<file path="src/hw/rtl/sad_pkg.sv">
`timescale 1ns / 1ps
// ----------------------------------------------------------------------------
// sad_pkg
// Shared types and constants for the sprite attribute decoder.
// ----------------------------------------------------------------------------
package sad_pkg;

    localparam int MAX_HEIGHT_LOG2 = 3;
    localparam int SPAN_W          = (MAX_HEIGHT_LOG2 > 0) ? MAX_HEIGHT_LOG2 : 1;

    localparam int CODE_W   = 16;
    localparam int COLOUR_W = 5;
    localparam int SX_W     = 10;
    localparam int SY_W     = 11;

    localparam logic [9:0]  X_WRAP_LIMIT = 10'd320;
    localparam logic [9:0]  WRAP_SPAN    = 10'd512;
    localparam logic signed [10:0] X_MIRROR   = 11'sd304;
    localparam logic signed [10:0] Y_MIRROR   = 11'sd240;
    localparam logic signed [10:0] X_RIGHT_MAX = 11'sd320;
    localparam int TILE_SHIFT = 4;

    localparam int QUEUE_DEPTH = 2;

    typedef struct packed {
        logic [CODE_W-1:0]         tile_base;
        logic [SPAN_W-1:0]         span;
        logic [COLOUR_W-1:0]       colour;
        logic                      flip_x;
        logic                      flip_y;
        logic                      vflip;
        logic                      step_down;
        logic signed [SX_W-1:0]    pos_x;
        logic signed [SY_W-1:0]    pos_y;
    } cmd_t;

endpackage

</file>
<file path="src/hw/rtl/sad_front.sv">
`timescale 1ns / 1ps
// ----------------------------------------------------------------------------
// sad_front
// Holds the flip register, decodes an entry and classifies it as kept or
// dropped; kept entries become one draw command.
// ----------------------------------------------------------------------------
module sad_front
(
    input  logic                clk,
    input  logic                rst_n,
    input  logic                cfg_valid,
    input  logic                cfg_data,
    input  logic [15:0]         attr_word,
    input  logic [15:0]         code_word,
    input  logic [15:0]         pos_word,
    input  logic                frame_odd,
    output logic                keep,
    output sad_pkg::cmd_t       cmd
);
    import sad_pkg::*;

    logic                   flip_reg;
    logic [1:0]             hcode_raw;
    logic [1:0]             hcode;
    logic [SPAN_W-1:0]      span;
    logic [9:0]             x9;
    logic signed [10:0]     x9_ext;
    logic signed [10:0]     y9_ext;
    logic signed [10:0]     xm;
    logic signed [10:0]     ym;
    logic [CODE_W-1:0]      span_ext;
    logic [CODE_W-1:0]      aligned;
    logic                   fx;
    logic                   fy;

    always_ff @(posedge clk or negedge rst_n)
    begin
        if (!rst_n)
        begin
            flip_reg <= 1'b0;
        end
        else if (cfg_valid)
        begin
            flip_reg <= cfg_data;
        end
    end

    always_comb
    begin
        hcode_raw = attr_word[10:9];
        if (32'(hcode_raw) > MAX_HEIGHT_LOG2)
        begin
            hcode = 2'(MAX_HEIGHT_LOG2);
        end
        else
        begin
            hcode = hcode_raw;
        end
        span     = SPAN_W'((32'd1 << hcode) - 32'd1);
        span_ext = CODE_W'(span);

        if ({1'b0, pos_word[8:0]} >= X_WRAP_LIMIT)
        begin
            x9 = {1'b0, pos_word[8:0]} - WRAP_SPAN;
        end
        else
        begin
            x9 = {1'b0, pos_word[8:0]};
        end
        x9_ext = {x9[9], x9};
        y9_ext = {{2{attr_word[8]}}, attr_word[8:0]};
        xm     = X_MIRROR - x9_ext;
        ym     = Y_MIRROR - y9_ext;

        keep = (code_word != '0) && !(attr_word[12] && frame_odd) && !(xm > X_RIGHT_MAX);

        fx = attr_word[13];
        fy = attr_word[14];

        aligned = code_word & ~span_ext;
        cmd.tile_base = fy ? aligned : (aligned + span_ext);
        cmd.span      = span;
        cmd.colour    = pos_word[13:9];
        cmd.vflip     = fy;
        cmd.step_down = !flip_reg;
        if (!flip_reg)
        begin
            cmd.flip_x = !fx;
            cmd.flip_y = !fy;
            cmd.pos_x  = x9;
            cmd.pos_y  = y9_ext;
        end
        else
        begin
            cmd.flip_x = fx;
            cmd.flip_y = fy;
            cmd.pos_x  = xm[SX_W-1:0];
            cmd.pos_y  = ym;
        end
    end

endmodule

</file>
<file path="src/hw/rtl/sad_cmd_queue.sv">
`timescale 1ns / 1ps
// ----------------------------------------------------------------------------
// sad_cmd_queue
// Short command queue between the decode front and the tile issue back.
// ----------------------------------------------------------------------------
module sad_cmd_queue
(
    input  logic                clk,
    input  logic                rst_n,
    input  logic                push,
    input  sad_pkg::cmd_t       wr_cmd,
    input  logic                pop,
    output sad_pkg::cmd_t       rd_cmd,
    output logic                full,
    output logic                empty
);
    import sad_pkg::*;

    localparam int PTR_W = (QUEUE_DEPTH > 1) ? $clog2(QUEUE_DEPTH) : 1;
    localparam int CNT_W = $clog2(QUEUE_DEPTH + 1);

    cmd_t               mem [QUEUE_DEPTH];
    logic [PTR_W-1:0]   wr_ptr_reg;
    logic [PTR_W-1:0]   wr_ptr_next;
    logic [PTR_W-1:0]   rd_ptr_reg;
    logic [PTR_W-1:0]   rd_ptr_next;
    logic [CNT_W-1:0]   count_reg;
    logic [CNT_W-1:0]   count_next;
    logic               do_push;
    logic               do_pop;

    assign full   = (count_reg == CNT_W'(QUEUE_DEPTH));
    assign empty  = (count_reg == '0);
    assign rd_cmd = mem[rd_ptr_reg];

    always_comb
    begin
        do_push     = push && !full;
        do_pop      = pop && !empty;
        wr_ptr_next = wr_ptr_reg;
        rd_ptr_next = rd_ptr_reg;
        count_next  = count_reg;
        if (do_push)
        begin
            wr_ptr_next = (wr_ptr_reg == PTR_W'(QUEUE_DEPTH - 1)) ? '0 : wr_ptr_reg + 1'b1;
        end
        if (do_pop)
        begin
            rd_ptr_next = (rd_ptr_reg == PTR_W'(QUEUE_DEPTH - 1)) ? '0 : rd_ptr_reg + 1'b1;
        end
        if (do_push && !do_pop)
        begin
            count_next = count_reg + 1'b1;
        end
        else if (do_pop && !do_push)
        begin
            count_next = count_reg - 1'b1;
        end
    end

    always_ff @(posedge clk or negedge rst_n)
    begin
        if (!rst_n)
        begin
            wr_ptr_reg <= '0;
            rd_ptr_reg <= '0;
            count_reg  <= '0;
        end
        else
        begin
            wr_ptr_reg <= wr_ptr_next;
            rd_ptr_reg <= rd_ptr_next;
            count_reg  <= count_next;
        end
    end

    always_ff @(posedge clk)
    begin
        if (do_push)
        begin
            mem[wr_ptr_reg] <= wr_cmd;
        end
    end

endmodule

</file>
<file path="src/hw/rtl/sad_back.sv">
`timescale 1ns / 1ps
// ----------------------------------------------------------------------------
// sad_back
// Walks the head command one tile per cycle into the output register while
// out_stall is low.
module sad_back
(
    input  logic                        clk,
    input  logic                        rst_n,
    input  sad_pkg::cmd_t               cmd,
    input  logic                        cmd_empty,
    output logic                        cmd_pop,
    output logic                        out_valid,
    input  logic                        out_stall,
    output logic [15:0]                 tile_code,
    output logic [4:0]                  colour_bank,
    output logic                        flip_x,
    output logic                        flip_y,
    output logic signed [9:0]           screen_x,
    output logic signed [10:0]          screen_y,
    output logic                        last_piece
);
    import sad_pkg::*;

    logic [SPAN_W-1:0]      piece_reg;
    logic [SPAN_W-1:0]      piece_next;
    logic                   valid_reg;
    logic                   valid_next;
    logic                   load;
    logic [SPAN_W-1:0]      k;
    logic [CODE_W-1:0]      k_ext;
    logic signed [SY_W-1:0] dy;
    logic [CODE_W-1:0]      tile_calc;
    logic signed [SY_W-1:0] sy_calc;
    logic                   last_calc;

    logic [CODE_W-1:0]      tile_reg;
    logic [COLOUR_W-1:0]    colour_reg;
    logic                   fx_reg;
    logic                   fy_reg;
    logic signed [SX_W-1:0] sx_reg;
    logic signed [SY_W-1:0] sy_reg;
    logic                   last_reg;

    always_comb
    begin
        load      = !cmd_empty && (!valid_reg || !out_stall);
        k         = cmd.span - piece_reg;
        k_ext     = CODE_W'(k);
        last_calc = (k == '0);
        tile_calc = cmd.vflip ? (cmd.tile_base + k_ext) : (cmd.tile_base - k_ext);
        dy        = SY_W'({k, TILE_SHIFT'(0)});
        sy_calc   = cmd.step_down ? (cmd.pos_y + dy) : (cmd.pos_y - dy);
        cmd_pop   = load && last_calc;

        piece_next = piece_reg;
        if (load)
        begin
            piece_next = last_calc ? '0 : piece_reg + 1'b1;
        end

        valid_next = valid_reg;
        if (load)
        begin
            valid_next = 1'b1;
        end
        else if (!out_stall)
        begin
            valid_next = 1'b0;
        end
    end

    always_ff @(posedge clk or negedge rst_n)
    begin
        if (!rst_n)
        begin
            piece_reg <= '0;
            valid_reg <= 1'b0;
        end
        else
        begin
            piece_reg <= piece_next;
            valid_reg <= valid_next;
        end
    end

    always_ff @(posedge clk)
    begin
        if (load)
        begin
            tile_reg   <= tile_calc;
            colour_reg <= cmd.colour;
            fx_reg     <= cmd.flip_x;
            fy_reg     <= cmd.flip_y;
            sx_reg     <= cmd.pos_x;
            sy_reg     <= sy_calc;
            last_reg   <= last_calc;
        end
    end

    assign out_valid   = valid_reg;
    assign tile_code   = tile_reg;
    assign colour_bank = colour_reg;
    assign flip_x      = fx_reg;
    assign flip_y      = fy_reg;
    assign screen_x    = sx_reg;
    assign screen_y    = sy_reg;
    assign last_piece  = last_reg;

endmodule

</file>
<file path="src/hw/rtl/sprite_attribute_decoder_core.sv">
`timescale 1ns / 1ps
// ----------------------------------------------------------------------------
// sprite_attribute_decoder_core
// Decodes a three-word sprite entry into a column of 16x16 tile draw words.
//
//   channel  | handshake              | word
//   ---------+------------------------+------------------------------------------
//   in       | in_valid / in_stall    | attr_word, code_word, pos_word, frame_odd
//   out      | out_valid / out_stall  | tile_code .. last_piece
//   cfg      | cfg_valid / cfg_ready  | screen_flip_control
//
// A kept entry issues 1, 2, 4 or 8 words, one per cycle from the issue unit
// while out_stall is low; a dropped entry is taken at the input and never queued.
// A two-deep command queue lets decode run ahead of issue; in_stall rises
// when the queue is full. Output is registered and holds under out_stall.
// After reset the flip register reads 0. No clearing pass.
// ----------------------------------------------------------------------------
module sprite_attribute_decoder_core
(
    input  logic                clk,
    input  logic                rst_n,
    input  logic                in_valid,
    output logic                in_stall,
    input  logic [15:0]         attr_word,
    input  logic [15:0]         code_word,
    input  logic [15:0]         pos_word,
    input  logic                frame_odd,
    input  logic                cfg_valid,
    output logic                cfg_ready,
    input  logic                screen_flip_control,
    output logic                out_valid,
    input  logic                out_stall,
    output logic [15:0]         tile_code,
    output logic [4:0]          colour_bank,
    output logic                flip_x,
    output logic                flip_y,
    output logic signed [9:0]   screen_x,
    output logic signed [10:0]  screen_y,
    output logic                last_piece
);
    import sad_pkg::*;

    cmd_t       front_cmd;
    cmd_t       head_cmd;
    logic       keep;
    logic       q_push;
    logic       q_pop;
    logic       q_full;
    logic       q_empty;

    assign cfg_ready = 1'b1;
    assign in_stall  = q_full;
    assign q_push    = in_valid && !q_full && keep;

    sad_front u_front
    (
        .clk        (clk),
        .rst_n      (rst_n),
        .cfg_valid  (cfg_valid && cfg_ready),
        .cfg_data   (screen_flip_control),
        .attr_word  (attr_word),
        .code_word  (code_word),
        .pos_word   (pos_word),
        .frame_odd  (frame_odd),
        .keep       (keep),
        .cmd        (front_cmd)
    );

    sad_cmd_queue u_queue
    (
        .clk        (clk),
        .rst_n      (rst_n),
        .push       (q_push),
        .wr_cmd     (front_cmd),
        .pop        (q_pop),
        .rd_cmd     (head_cmd),
        .full       (q_full),
        .empty      (q_empty)
    );

    sad_back u_back
    (
        .clk         (clk),
        .rst_n       (rst_n),
        .cmd         (head_cmd),
        .cmd_empty   (q_empty),
        .cmd_pop     (q_pop),
        .out_valid   (out_valid),
        .out_stall   (out_stall),
        .tile_code   (tile_code),
        .colour_bank (colour_bank),
        .flip_x      (flip_x),
        .flip_y      (flip_y),
        .screen_x    (screen_x),
        .screen_y    (screen_y),
        .last_piece  (last_piece)
    );

endmodule

</file>
<file path="config.mk">
export PLATFORM = sky130hd
export DESIGN_NAME = sprite_attribute_decoder_core
export DESIGN_NICKNAME = d
export VERILOG_FILES = /design/src/hw/rtl/sad_pkg.sv /design/src/hw/rtl/sad_front.sv /design/src/hw/rtl/sad_cmd_queue.sv /design/src/hw/rtl/sad_back.sv /design/src/hw/rtl/sprite_attribute_decoder_core.sv
export SDC_FILE = /design/constraint.sdc
export NUM_CORES = 1
export LEC_CHECK = 0
export BUFFER_PORTS_ARGS = -buffer_cell sky130_fd_sc_hd__buf_2
export CELL_PAD_IN_SITES_DETAIL_PLACEMENT = 0
export CELL_PAD_IN_SITES_GLOBAL_PLACEMENT = 2
export CORE_AREA = 8 8 143 145
export DETAILED_ROUTE_END_ITERATION = 16
export DIE_AREA = 0 0 151 153
export GPL_ROUTABILITY_DRIVEN = 0
export PLACE_DENSITY_LB_ADDON = 0.15
export REMOVE_ABC_BUFFERS = 1
export SYNTH_ARGS = -nofsm -noshare
export SYNTH_HDL_FRONTEND = slang
export SYNTH_SLANG_ARGS = --single-unit
</file>
<file path="constraint.sdc">
create_clock -name clk -period 11.2 [get_ports clk]
set_clock_uncertainty 0.15 [all_clocks]
set_input_delay 0.56 -clock clk [delete_from_list [all_inputs] [get_ports clk]]
set_output_delay 0.56 -clock clk [all_outputs]
set_load 0.01 [all_outputs]
</file>
== Word level (Yosys, flattened, before mapping) ==
Memories as Yosys holds them, arrays and structs flattened.
Cells that the tools add are included.

* Bits in registers: 54
* RAM bits: 98
* Memories kept: 1

{| class="wikitable"
|+ Memories
! memory !! depth !! bits a word !! read ports !! clocked after memory_dff !! wr ports !! RTL line !! RTL
|-
| u_queue.mem || 2 || 49 || 1 || 0 || 1 || sad_cmd_queue.sv:22 || <nowiki>cmd_t mem [QUEUE_DEPTH];</nowiki>
|}

* $add $sub $neg: 15
* Magnitude comparators: 2
* Equal/unequal tests: 2
* Shifts and indexed selects: 1
* Muxes and demuxes: 15
* Bitwise operators: 2
* Reduce and logical (&&, ||, !) cells: 27

{| class="wikitable"
|+ Operators by type and width
! operator !! number
|-
| $add 16x3->16 || 2
|-
| $mux 16 || 2
|-
| $mux 21 || 1
|-
| $and 16x16->16 || 1
|-
| $not 3->16 || 1
|-
| $reduce_bool 16->1 || 1
|-
| $sub 16x3->16 || 1
|-
| $add 11x8->11 || 1
|-
| $gt 11x10->1 const B || 1
|-
| $logic_and 1x1->1 || 11
|-
| $logic_not 1->1 || 11
|-
| $mux 11 || 1
|-
| $sub 10x10->11 const A || 1
|-
| $sub 11x8->11 || 1
|-
| $mux 10 || 1
|-
| $sub 9x10->10 const B || 1
|-
| $sub 9x9->10 const A || 1
|-
| $ge 9x9->1 const B || 1
|-
| $mux 1 || 6
|-
| $mux 2 || 3
|-
| $add 3x1->3 const B || 1
|-
| $logic_not 3->1 || 1
|-
| $mux 3 || 1
|-
| $shl 1x2->3 const A || 1
|-
| other kinds (10) || 11
|}

== Longest topological paths before layout ==
Gate-level depths: netlist (run 1).

* Depth after elaboration: 12
* Mapped depth: 19
* Mapped depth without buffers: 16

== Modules after synthesis ==
Synthesis (run 1) repeated with hierarchy kept, for this count alone.

* Cells, all modules: 560
* Area, all modules: 7764.9 sq um

{| class="wikitable"
|+ By module, submodules not included
! module !! times used !! cells each !! area an instance (sq um) !! sequential area each (sq um)
|-
| sad_cmd_queue || 1 || 172 || 3986.3 || 3042.9
|-
| sad_back || 1 || 246 || 2834.0 || 1451.4
|-
| sad_front || 1 || 139 || 924.6 || 25.0
|-
| sprite_attribute_decoder_core || 1 || 3 || 20.0 || 0.0
|}

== Worst setup path after synthesis (run 1) ==
OpenSTA, ideal clock, no wires.

* Path type: register to register
* Start point: register u_queue.rd_ptr_reg
* End point: register u_back.tile_reg[12], in the netlist u_back.tile_code[12] (data pin)
* Arrival time: 4.186 ns
* Path slack: 6.670 ns
* Cell stages (with the launch flop): 17
* Path buffers: 3
* Cells stage by stage: dfrtp_1 clkbuf_1 clkbuf_1 buf_2 mux2i_1 ha_1 inv_1 fa_1 xor2_1 xnor2_1 and3_1 nor2b_1 ha_1 a2111oi_0 a211o_1 nand2_1 o311ai_0

* Word-level cells in the longest chain between the ends: 4
* Elaborated cells between the ends (all ways): 5
* Classes of those cells: 3 x add/sub; 1 x mux; 1 x memory

{| class="wikitable"
|+ Ends and longest elaborated chain
! what !! RTL line !! RTL
|-
| start, declared || sad_cmd_queue.sv:25 || <nowiki>logic [PTR_W-1:0] rd_ptr_reg;</nowiki>
|-
| start signal, assigned || sad_cmd_queue.sv:72 || <nowiki>rd_ptr_reg <= rd_ptr_next;</nowiki>
|-
| $mem_v2 2x49 * || - ||
|-
| $sub 3x3->3 || sad_back.sv:48 || <nowiki>k = cmd.span - piece_reg;</nowiki>
|-
| $sub 16x3->16 or $add 16x3->16 (tied branches) || sad_back.sv:51 || <nowiki>tile_calc = cmd.vflip ? (cmd.tile_base + k_ext) : (cmd.tile_base - k_ext);</nowiki>
|-
| $mux 16 * || sad_back.sv:51 ||
|-
| named net u_back.tile_calc[12] || sad_back.sv:33 || <nowiki>logic [CODE_W-1:0] tile_calc;</nowiki>
|-
| end signal, assigned || sad_back.sv:91 || <nowiki>tile_reg <= tile_calc;</nowiki>
|-
| end, declared || sad_back.sv:37 || <nowiki>logic [CODE_W-1:0] tile_reg;</nowiki>
|}

The timed path passes the listed nets; every way through them passes the cells marked *.
A chain may end at the register's enable or synchronous reset.

== Worst setup path in the final report (run 1) ==
* Start point: register u_queue.rd_ptr_reg
* End point: register u_back.tile_reg[15], in the netlist u_back.tile_code[15] (data pin)

The elaborated chain is that of the path after synthesis.

==> flow_summary.ini, run 1 <==
[yosys]
synth-seq-cells = 150
yosysSeqAreaShare = 0.624
synth_edf_count = 141
synth_area_leader_cell = edfxtp_1
yosysUniqueCellTypes = 53
synth_top_cell_area_share = 0.593
synth_top_cells_by_area = edfxtp_1, mux2_2, ha_1
async_flop_share = 0.0600
synth_ff_type = edfxtp_1
yosys_warnings = 0
syn_area_um2 = 7140
synthCells = 518
synth_area_per_cell_um2 = 13.8

[timing]
slew_headroom = 0.405
finalCritPeriodShare = 0.421
tightest_slew_ns = 0.891
min_period_ns = 4.71
setup_viol = 0
fmax_mhz = 212
hold_viol = 0
slew_viol_final = 0
rsz0062_at_grt = no
tns_ns = 0

[detailed_routing]
routed_wl_um = 14500
initialDrtViolationCount = 126
antenna_left = 0
drc = 0
num_vias = 4258
first_pass_iters = 4
wl_per_cell_um = 16.8
vias_per_cell = 4.93

[min_path]
hp-class = primary input to flop

[grt]
grt_overflow_total = 0
grt_max_degree = 48
grt_pass1_wl_um = 23100
track_usage = 0.130
antenna_found_initial = 0
grt_pass1_vias = 4450

[final_layout]
antenna_cells = 0
drive_gt1_frac = 0.294
final_core_util = 0.464
fill_cells = 1683
final_nets = 705
synthToLayoutAreaGrowth_pct = 18.6
largest-register = u_queue.mem
largest_reg_flops = 96

[flow_run]
maxCapViolCount = 0

[worst_setup_path]
crit_arrival_ns = 4.72
path_cells = mux2i_1, ha_1, inv_1, fa_1, xor2_1, xnor2_1, and3_1, nor2b_1, ha_1, o211ai_1, o21ai_0, o2111ai_1, a21o_1, o21ai_0, xnor2_1
slowest_delay_ns = 0.70
cp-start-kind = flop
path_max_fanout = 8
path_class = flop to flop
worstPathRequired_ns = 11.20
cp-end-kind = flop
cp_slowest_cell = nor2b_1

[clock_tree]
cts_buffers = 17
cts_resized = 0
postCtsSetupRepairBufs = 0
cts_sinks = 150
clock-root-buffer = clkbuf_16
h-tree-depth = 4
hold_buffers = 1
clk_path_buf_depth = 2
cts_tree = yes
path_clk_slew_ns = 0.06
insertion_delay_ns = 0.41

[floorplanning]
die_h_um = 153
io_pins = 103
dieArea_um2 = 23100
core_um2 = 18300
start_util = 0.391
die_x_um = 151
core.rowCount = 50

[pwr]
peakVddDrop_v = 0.000123
leakage_nw = 3.29
power.density_nw_per_um2 = 300

[placed_design]
dp_hpwl_um = 10100
io_buffers = 97

[run_status]
status = finished, final reports clean
==> synth_stat cells, types with 3 or more instances <==
library cell and number:
a21oi_1 19, nand2_1 29, fa_1 3, o21ai_0 20, mux2_2 44, dfrtp_1 9, edfxtp_1 141, clkbuf_1 17
o21bai_1 3, a21o_1 10, nor2_1 22, xor2_1 18, nor4_1 6, a211oi_1 3, nand3b_1 4, nand3_1 10
nor3_1 6, nor2b_1 7, nand2b_1 4, o21a_1 3, inv_1 28, ha_1 30, xnor2_1 30, nand4_1 3
mux2i_1 9, and3_1 5
==> where the power goes <==
group | internal [W] | total [W] | leakage (nW) | switching, W
Sequential | 0.000842 | 0.000889 | 1.41 | 0.0000468
Clock | 0.000348 | 0.000570 | 0.275 | 0.000222
Combinational | 0.000470 | 0.00108 | 1.60 | 0.000612
==> area by class of cell <==
cell class | count | area (um2) | share of cell area
clock buffers | 18 | 429 | 0.0506
clock inverters | 14 | 160 | 0.0189
inverters | 28 | 105 | 0.0124
multi-input cells | 318 | 2500 | 0.295
flip-flops and latches | 150 | 4460 | 0.526
well taps | 234 | 293 | 0.0345
repair buffers | 102 | 526 | 0.0620
==> logic make-up (layout without fill, tap and decap cells) <==
kind of cell | after synthesis | count (layout) | synth area share
AO/OA/AOI/OAI | 72 | 72 | 0.0641
XOR/XNOR | 49 | 49 | 0.0611
adder cells (fa/ha/maj) | 33 | 33 | 0.0610
buffers and inverters | 50 | 162 | 0.0277
flip-flops | 150 | 150 | 0.624
multiplexers | 53 | 53 | 0.0820
other | 2 | 2 | 0.00105
AND/OR/NAND/NOR | 109 | 109 | 0.0788
==> cells in the final DEF (no fill, tap or decap), drive strengths merged, types with 3 or more instances in the layout <==
cell | Yosys | layout
a211oi | 3 | 3
a21o | 10 | 10
a21oi | 19 | 19
and3 | 5 | 5
buf | 4 | 101
bufinv | 0 | 3
clkbuf | 18 | 18
clkinv | 0 | 6
clkinvlp | 0 | 5
dfrtp | 9 | 9
edfxtp | 141 | 141
fa | 3 | 3
ha | 30 | 30
inv | 28 | 28
mux2 | 44 | 44
mux2i | 9 | 9
nand2 | 29 | 29
nand2b | 4 | 4
nand3 | 10 | 10
nand3b | 4 | 4
nand4 | 3 | 3
nor2 | 22 | 22
nor2b | 7 | 7
nor3 | 6 | 6
nor4 | 6 | 6
o21a | 3 | 3
o21ai | 20 | 20
o21bai | 3 | 3
or3b | 3 | 3
xnor2 | 31 | 31
xor2 | 18 | 18
==> stage by stage <==
step / cells / hold slack, ns / instance area [um2] / worst slack (ns) / power, W
2_1_floorplan: 496 / 0.114 / 7050 / 6.35 / 0.00170
3_3_place_gp: 831 / 0.279 / 7880 / 6.45 / 0.00198
3_5_place_dp: 831 / 0.279 / 7880 / 6.41 / 0.00200
4_1_cts: 864 / 0.161 / 8470 / 6.41 / 0.00258
5_1_grt: 864 / 0.155 / 8470 / 6.14 / 0.00272
6_report: 864 / 0.186 / 8470 / 6.49 / 0.00254
==> worst paths after layout <==
| kind | start | cells past startpoint | slack [ns] | to |
|---|---|---|---|---|
| worst max-delay path | u_queue.rd_ptr_reg | 15 | 6.49 | u_back.tile_code[15] |
| worst min-delay path | pos_word[13] | 1 | 0.19 | u_queue.mem[0][29] |
| worst max register to register | u_queue.rd_ptr_reg | 15 | 6.49 | u_back.tile_code[15] |
| worst min register to register | u_queue.count_reg[1] | 1 | 0.37 | u_queue.count_reg[1] |
| max in group asynchronous | rst_n | 2 | 10.30 | u_queue.rd_ptr_reg |
| min in group asynchronous | rst_n | 2 | 0.38 | u_back.out_valid |
==> layer usage <==
layer	wire [um]	part of all wire	global-route usage
met4	174	0.012	0.0443
met2	6840	0.47	0.204
met5	0	0	0
met3	648	0.045	0.0402
met1	6850	0.47	0.165
==> worst max-delay path, delay by kind of cell (launching register included) <==
| kind | cells | cell delay (ns) |
|---|---|---|
| AOI/OAI and AO/OA | 5 | 1.30 |
| xor gates and xnor gates | 3 | 0.47 |
| adders and majority gates | 3 | 0.85 |
| buffers and inverters | 1 | 0.04 |
| DFF | 1 | 0.48 |
| muxes | 1 | 0.22 |
| and+or+nand+nor | 2 | 0.94 |
Note: power is estimated with default switching activity, not from simulation.
==> run 2: changes to the inputs <==
- CORE_AREA: 8 8 143 145 -> 8 8 150 152
- DIE_AREA: 0 0 151 153 -> 0 0 158 160
- clock period: 11.2 -> 4.15 ns (I/O delays scaled with it)
==> flow_summary.ini, run 2 (synthesis results as in run 1) <==
[timing]
min_period_ns = 3.92
hold_slack_ns = 0.0229
slew_viol_final = 0
slew_headroom = 0.486
finalCritPeriodShare = 0.944
tightest_slew_ns = 0.771
setup_viol = 0
rsz0062_at_grt = no
fmax_mhz = 255
tns_ns = 0
hold_viol = 0

[detailed_routing]
wl_per_cell_um = 16.0
vias_per_cell = 4.67
num_vias = 4371
drc = 0
first_pass_iters = 4
initialDrtViolationCount = 173
routed_wl_um = 15000
antenna_left = 0

[floorplanning]
dieArea_um2 = 25300
start_util = 0.356
core.rowCount = 52
die_x_um = 158
die_h_um = 160
io_pins = 103
core_um2 = 20000

[final_layout]
largest-register = u_queue.mem
mostFrequentLayoutCells = edfxtp_1, buf_2, mux2_2, xnor2_1, ha_1
drive_gt1_frac = 0.311
antenna_cells = 0
layout_commonest_cell = edfxtp_1
synthToLayoutAreaGrowth_pct = 24.9
finalNonFillerCells = 936
largest_reg_flops = 96
final_nets = 741
fill_cells = 1872

[worst_setup_path]
path_class = flop to flop
cp-start-kind = flop
cp_top_family = compound AO/OA/AOI/OAI gates
crit_arrival_ns = 4.01
worstPathRequired_ns = 4.24
path_max_fanout = 5
cp-end-kind = flop
path_buf_inv = 3
path_cells = mux2i_1, ha_1, inv_1, fa_1, xor2_1, xnor2_1, buf_4, and3_2, nor2b_4, buf_4, ha_1, o21ai_0, nand2b_1, a21oi_1, a211o_1, a2111o_1, o311ai_2
cp_slowest_cell = a2111o_1
slowest_delay_ns = 0.40

[grt]
grt_pass1_wl_um = 23800
grt_overflow_total = 0
track_usage = 0.123
grt_max_degree = 37
antenna_found_initial = 0
grt_pass1_vias = 4587

[clock_tree]
h-tree-depth = 4
clock-root-buffer = clkbuf_16
cts_tree = yes
path_clk_slew_ns = 0.06
cts_sinks = 150
cts_buffers = 17
insertion_delay_ns = 0.42
clk_path_buf_depth = 2

[pwr]
power.density_nw_per_um2 = 800
leakage_nw = 3.48
peakVddDrop_v = 0.000260
power.total_w = 0.00714

[run_status]
status = finished, final reports clean

[min_path]
hp-class = primary input to flop

[placed_design]
dp_cells = 879
dp_hpwl_um = 10700
io_buffers = 97

[flow_run]
maxCapViolCount = 0
[run 2: through the flow]
step / util / area (um2) / setup WS, ns
finish: 0.445 / 8920 / 0.233
detailed placement: 0.401 / 8040 / 0.0235
floorplan: - / 7050 / -0.697
global route: 0.445 / 8920 / 0.0313
CTS: 0.443 / 8880 / 0.00931
global placement: 0.401 / 8040 / 0.0298
[run 2: layout make-up]
class                           instances  area (um2)  area share
Sequential cell                       150        4460       0.500
Clock inverter                         15         170      0.0191
Timing Repair Buffer                  138         881      0.0987
Clock buffer                           17         425      0.0477
Multi-Input combinational cell        318        2540       0.285
Inverter                               28         105      0.0118
Tap cell                              270         338      0.0379
[run 2: per-layer routing]
layer / GRT usage / vias to the layer above / share of wire
met1: 0.154 / 2076 / 0.46
met4: 0.0472 / 0 / 0.015
li1: - / 2181 / -
met2: 0.199 / 98 / 0.47
met3: 0.0354 / 16 / 0.052
met5: 0 / - / 0
[run 2: final timing paths]
path / end / slack [ns] / start / cells after the start
max in group asynchronous: u_queue.rd_ptr_reg / 2.89 / rst_n / 3
min in group asynchronous: u_back.out_valid / 0.62 / rst_n / 3
worst min register to register: u_queue.count_reg[1] / 0.36 / u_queue.count_reg[1] / 1
worst max register to register: u_back.tile_code[12] / 0.23 / u_queue.rd_ptr_reg / 17
worst max-delay path: u_back.tile_code[12] / 0.23 / u_queue.rd_ptr_reg / 17
worst min-delay path: u_queue.mem[1][4] / 0.02 / attr_word[4] / 2
[run 2: power by group]
part	internal (W)	switching, W
Sequential	0.00227	0.000114
Combinational	0.00146	0.00175
Clock	0.000900	0.000648
[run 2: repair_timing]
action,CTS,global route
endpoints found under the setup margin,0,5
gates resized for setup,0,14
hold buffers,25,0
hold endpoints to repair,51,0
buffers inserted,0,0
==> run 3: changes to the inputs <==
- CELL_PAD_IN_SITES_DETAIL_PLACEMENT: 0 -> 1
==> flow_summary.ini, run 3 (synthesis results as in run 1) <==
[floorplanning]
die_x_um = 158
io_pins = 103
core.rowCount = 52
core_um2 = 20000
die_h_um = 160
dieArea_um2 = 25300
start_util = 0.356

[worst_setup_path]
cp-end-kind = flop
cp-start-kind = flop
cp-startpoint = u_queue.rd_ptr_reg
cp_slowest_cell = dfrtp_2
path_cells = mux2i_1, ha_1, inv_1, fa_1, xor2_1, xnor2_1, buf_4, and3_2, nor2b_4, buf_4, ha_1, o21ai_0, nand2b_1, a21oi_1, a211o_1, a2111o_1, o311ai_1
path_max_fanout = 5
crit_arrival_ns = 4.02
path_class = flop to flop
rr_startpoint = u_queue.rd_ptr_reg
slowest_delay_ns = 0.39
worstPathRequired_ns = 4.24

[timing]
min_period_ns = 3.92
tightest_slew_ns = 0.801
setup_viol = 0
slew_viol_final = 0
fmax_mhz = 255
timing.final.ws_setup_ns = 0.225
slew_headroom = 0.466
hold_viol = 0
rsz0062_at_grt = no
finalCritPeriodShare = 0.946

[min_path]
min-delay-start = attr_word[9]
hp-class = primary input to flop

[pwr]
peakVddDrop_v = 0.000287
power.density_nw_per_um2 = 808
leakage_nw = 3.47

[clock_tree]
cts_sinks = 150
h-tree-depth = 4
clk_path_buf_depth = 2
insertion_delay_ns = 0.42
path_clk_slew_ns = 0.06
clock-root-buffer = clkbuf_16
postCtsSetupRepairBufs = 0
cts_tree = yes
cts_buffers = 17

[final_layout]
synthToLayoutAreaGrowth_pct = 24.9
seqCellArea_um2 = 4460
finish.instance_area_um2 = 8920
layout_commonest_cell = edfxtp_1
mostFrequentLayoutCells = edfxtp_1, buf_2, mux2_2, xnor2_1, ha_1
drive_gt1_frac = 0.306
multi_input_area_um2 = 2530
largest-register = u_queue.mem
antenna_cells = 0
fill_cells = 2113
largest_reg_flops = 96
final_nets = 741

[detailed_routing]
first_pass_iters = 4
vias_per_cell = 4.78
wl_per_cell_um = 17.3
routed_wl_um = 16100
antenna_left = 0
drc = 0
initialDrtViolationCount = 177
num_vias = 4478

[grt]
grt_max_degree = 37
track_usage = 0.132
grt_overflow_total = 0
grt_pass1_wl_um = 25500
antenna_found_initial = 0
grt_pass1_vias = 4786

[placed_design]
dp_hpwl_um = 11600
io_buffers = 97
placed_area_um2 = 8040
dp_slack_ns = -0.0446

[run_status]
status = finished, final reports clean

[flow_run]
maxCapViolCount = 0
==> run 3: changes by cell type in the layout (fill, tap and decap cells not counted), sizes merged <==
cell,previous run,this run
inv,33,31
bufinv,2,3
clkbuf,17,18
clkinv,6,5
clkinvlp,2,3
==> run 3: final cells by class <==
class / instances / share of cell area
Sequential cell: 150 / 0.500
Timing Repair Buffer: 138 / 0.0988
Inverter: 28 / 0.0118
Clock inverter: 14 / 0.0196
Clock buffer: 18 / 0.0481
Tap cell: 270 / 0.0379
Multi-Input combinational cell: 318 / 0.284
==> run 3: critical path: cells and delay by family, from the launching register on <==
| kind | cells | cell delay (ns) |
|---|---|---|
| multiplexers | 1 | 0.20 |
| buffers and inverters | 3 | 0.37 |
| AO/OA/AOI/OAI | 5 | 0.97 |
| AND/OR/NAND/NOR | 3 | 0.39 |
| XOR/XNOR | 2 | 0.39 |
| flip-flops | 1 | 0.39 |
| adder cells (fa/ha/maj) | 3 | 0.89 |
==> run 3: worst paths after layout <==
check / to / slack, ns / cells past startpoint
hold reg to reg: u_queue.count_reg[1] / 0.36 / 1
setup reg to reg: u_back.tile_code[12] / 0.23 / 17
min in group asynchronous: u_front.flip_reg / 0.04 / 2
max in group asynchronous: u_queue.rd_ptr_reg / 3.58 / 2
setup / recovery: u_back.tile_code[12] / 0.23 / 17
hold / removal: u_queue.mem[1][30] / 0.02 / 2
==> run 3: routing by layer <==
layer,track usage,vias up,routed length [um]
li1,-,2169,-
met1,0.163,2199,7490
met2,0.217,86,7790
met3,0.0313,24,596
met4,0.0553,0,275
met5,0,-,0
==> run 3: power by group <==
| group | leakage [nW] | switching (W) | internal, W | total [W] |
|---|---|---|---|---|
| Clock | 0.287 | 0.000637 | 0.000951 | 0.00159 |
| Combinational | 1.77 | 0.00178 | 0.00144 | 0.00322 |
| Sequential | 1.41 | 0.000119 | 0.00227 | 0.00239 |
| Total | 3.47 | 0.00254 | 0.00467 | 0.00720 |
==> run 3: through the flow <==
stage	util	std cells	total power, W	hold slack, ns	setup TNS (ns)
after global routing	0.445	936	0.00770	0.0318	0
final	0.445	936	0.00720	0.0240	0
after global placement	0.401	879	0.00552	-0.0735	0
after floorplan	-	496	0.00458	-0.238	-7.25
after CTS	0.444	936	0.00728	0.00915	0
after detailed placement	0.401	879	0.00562	-0.0662	-0.0473
==> run 3: timing repair <==
item / CTS / global route
hold buffers: 25 / 0
pin swaps: 0 / 1
setup endpoints to repair: 3 / 5
endpoints found under the hold margin: 55 / 0
gates resized for setup: 2 / 8
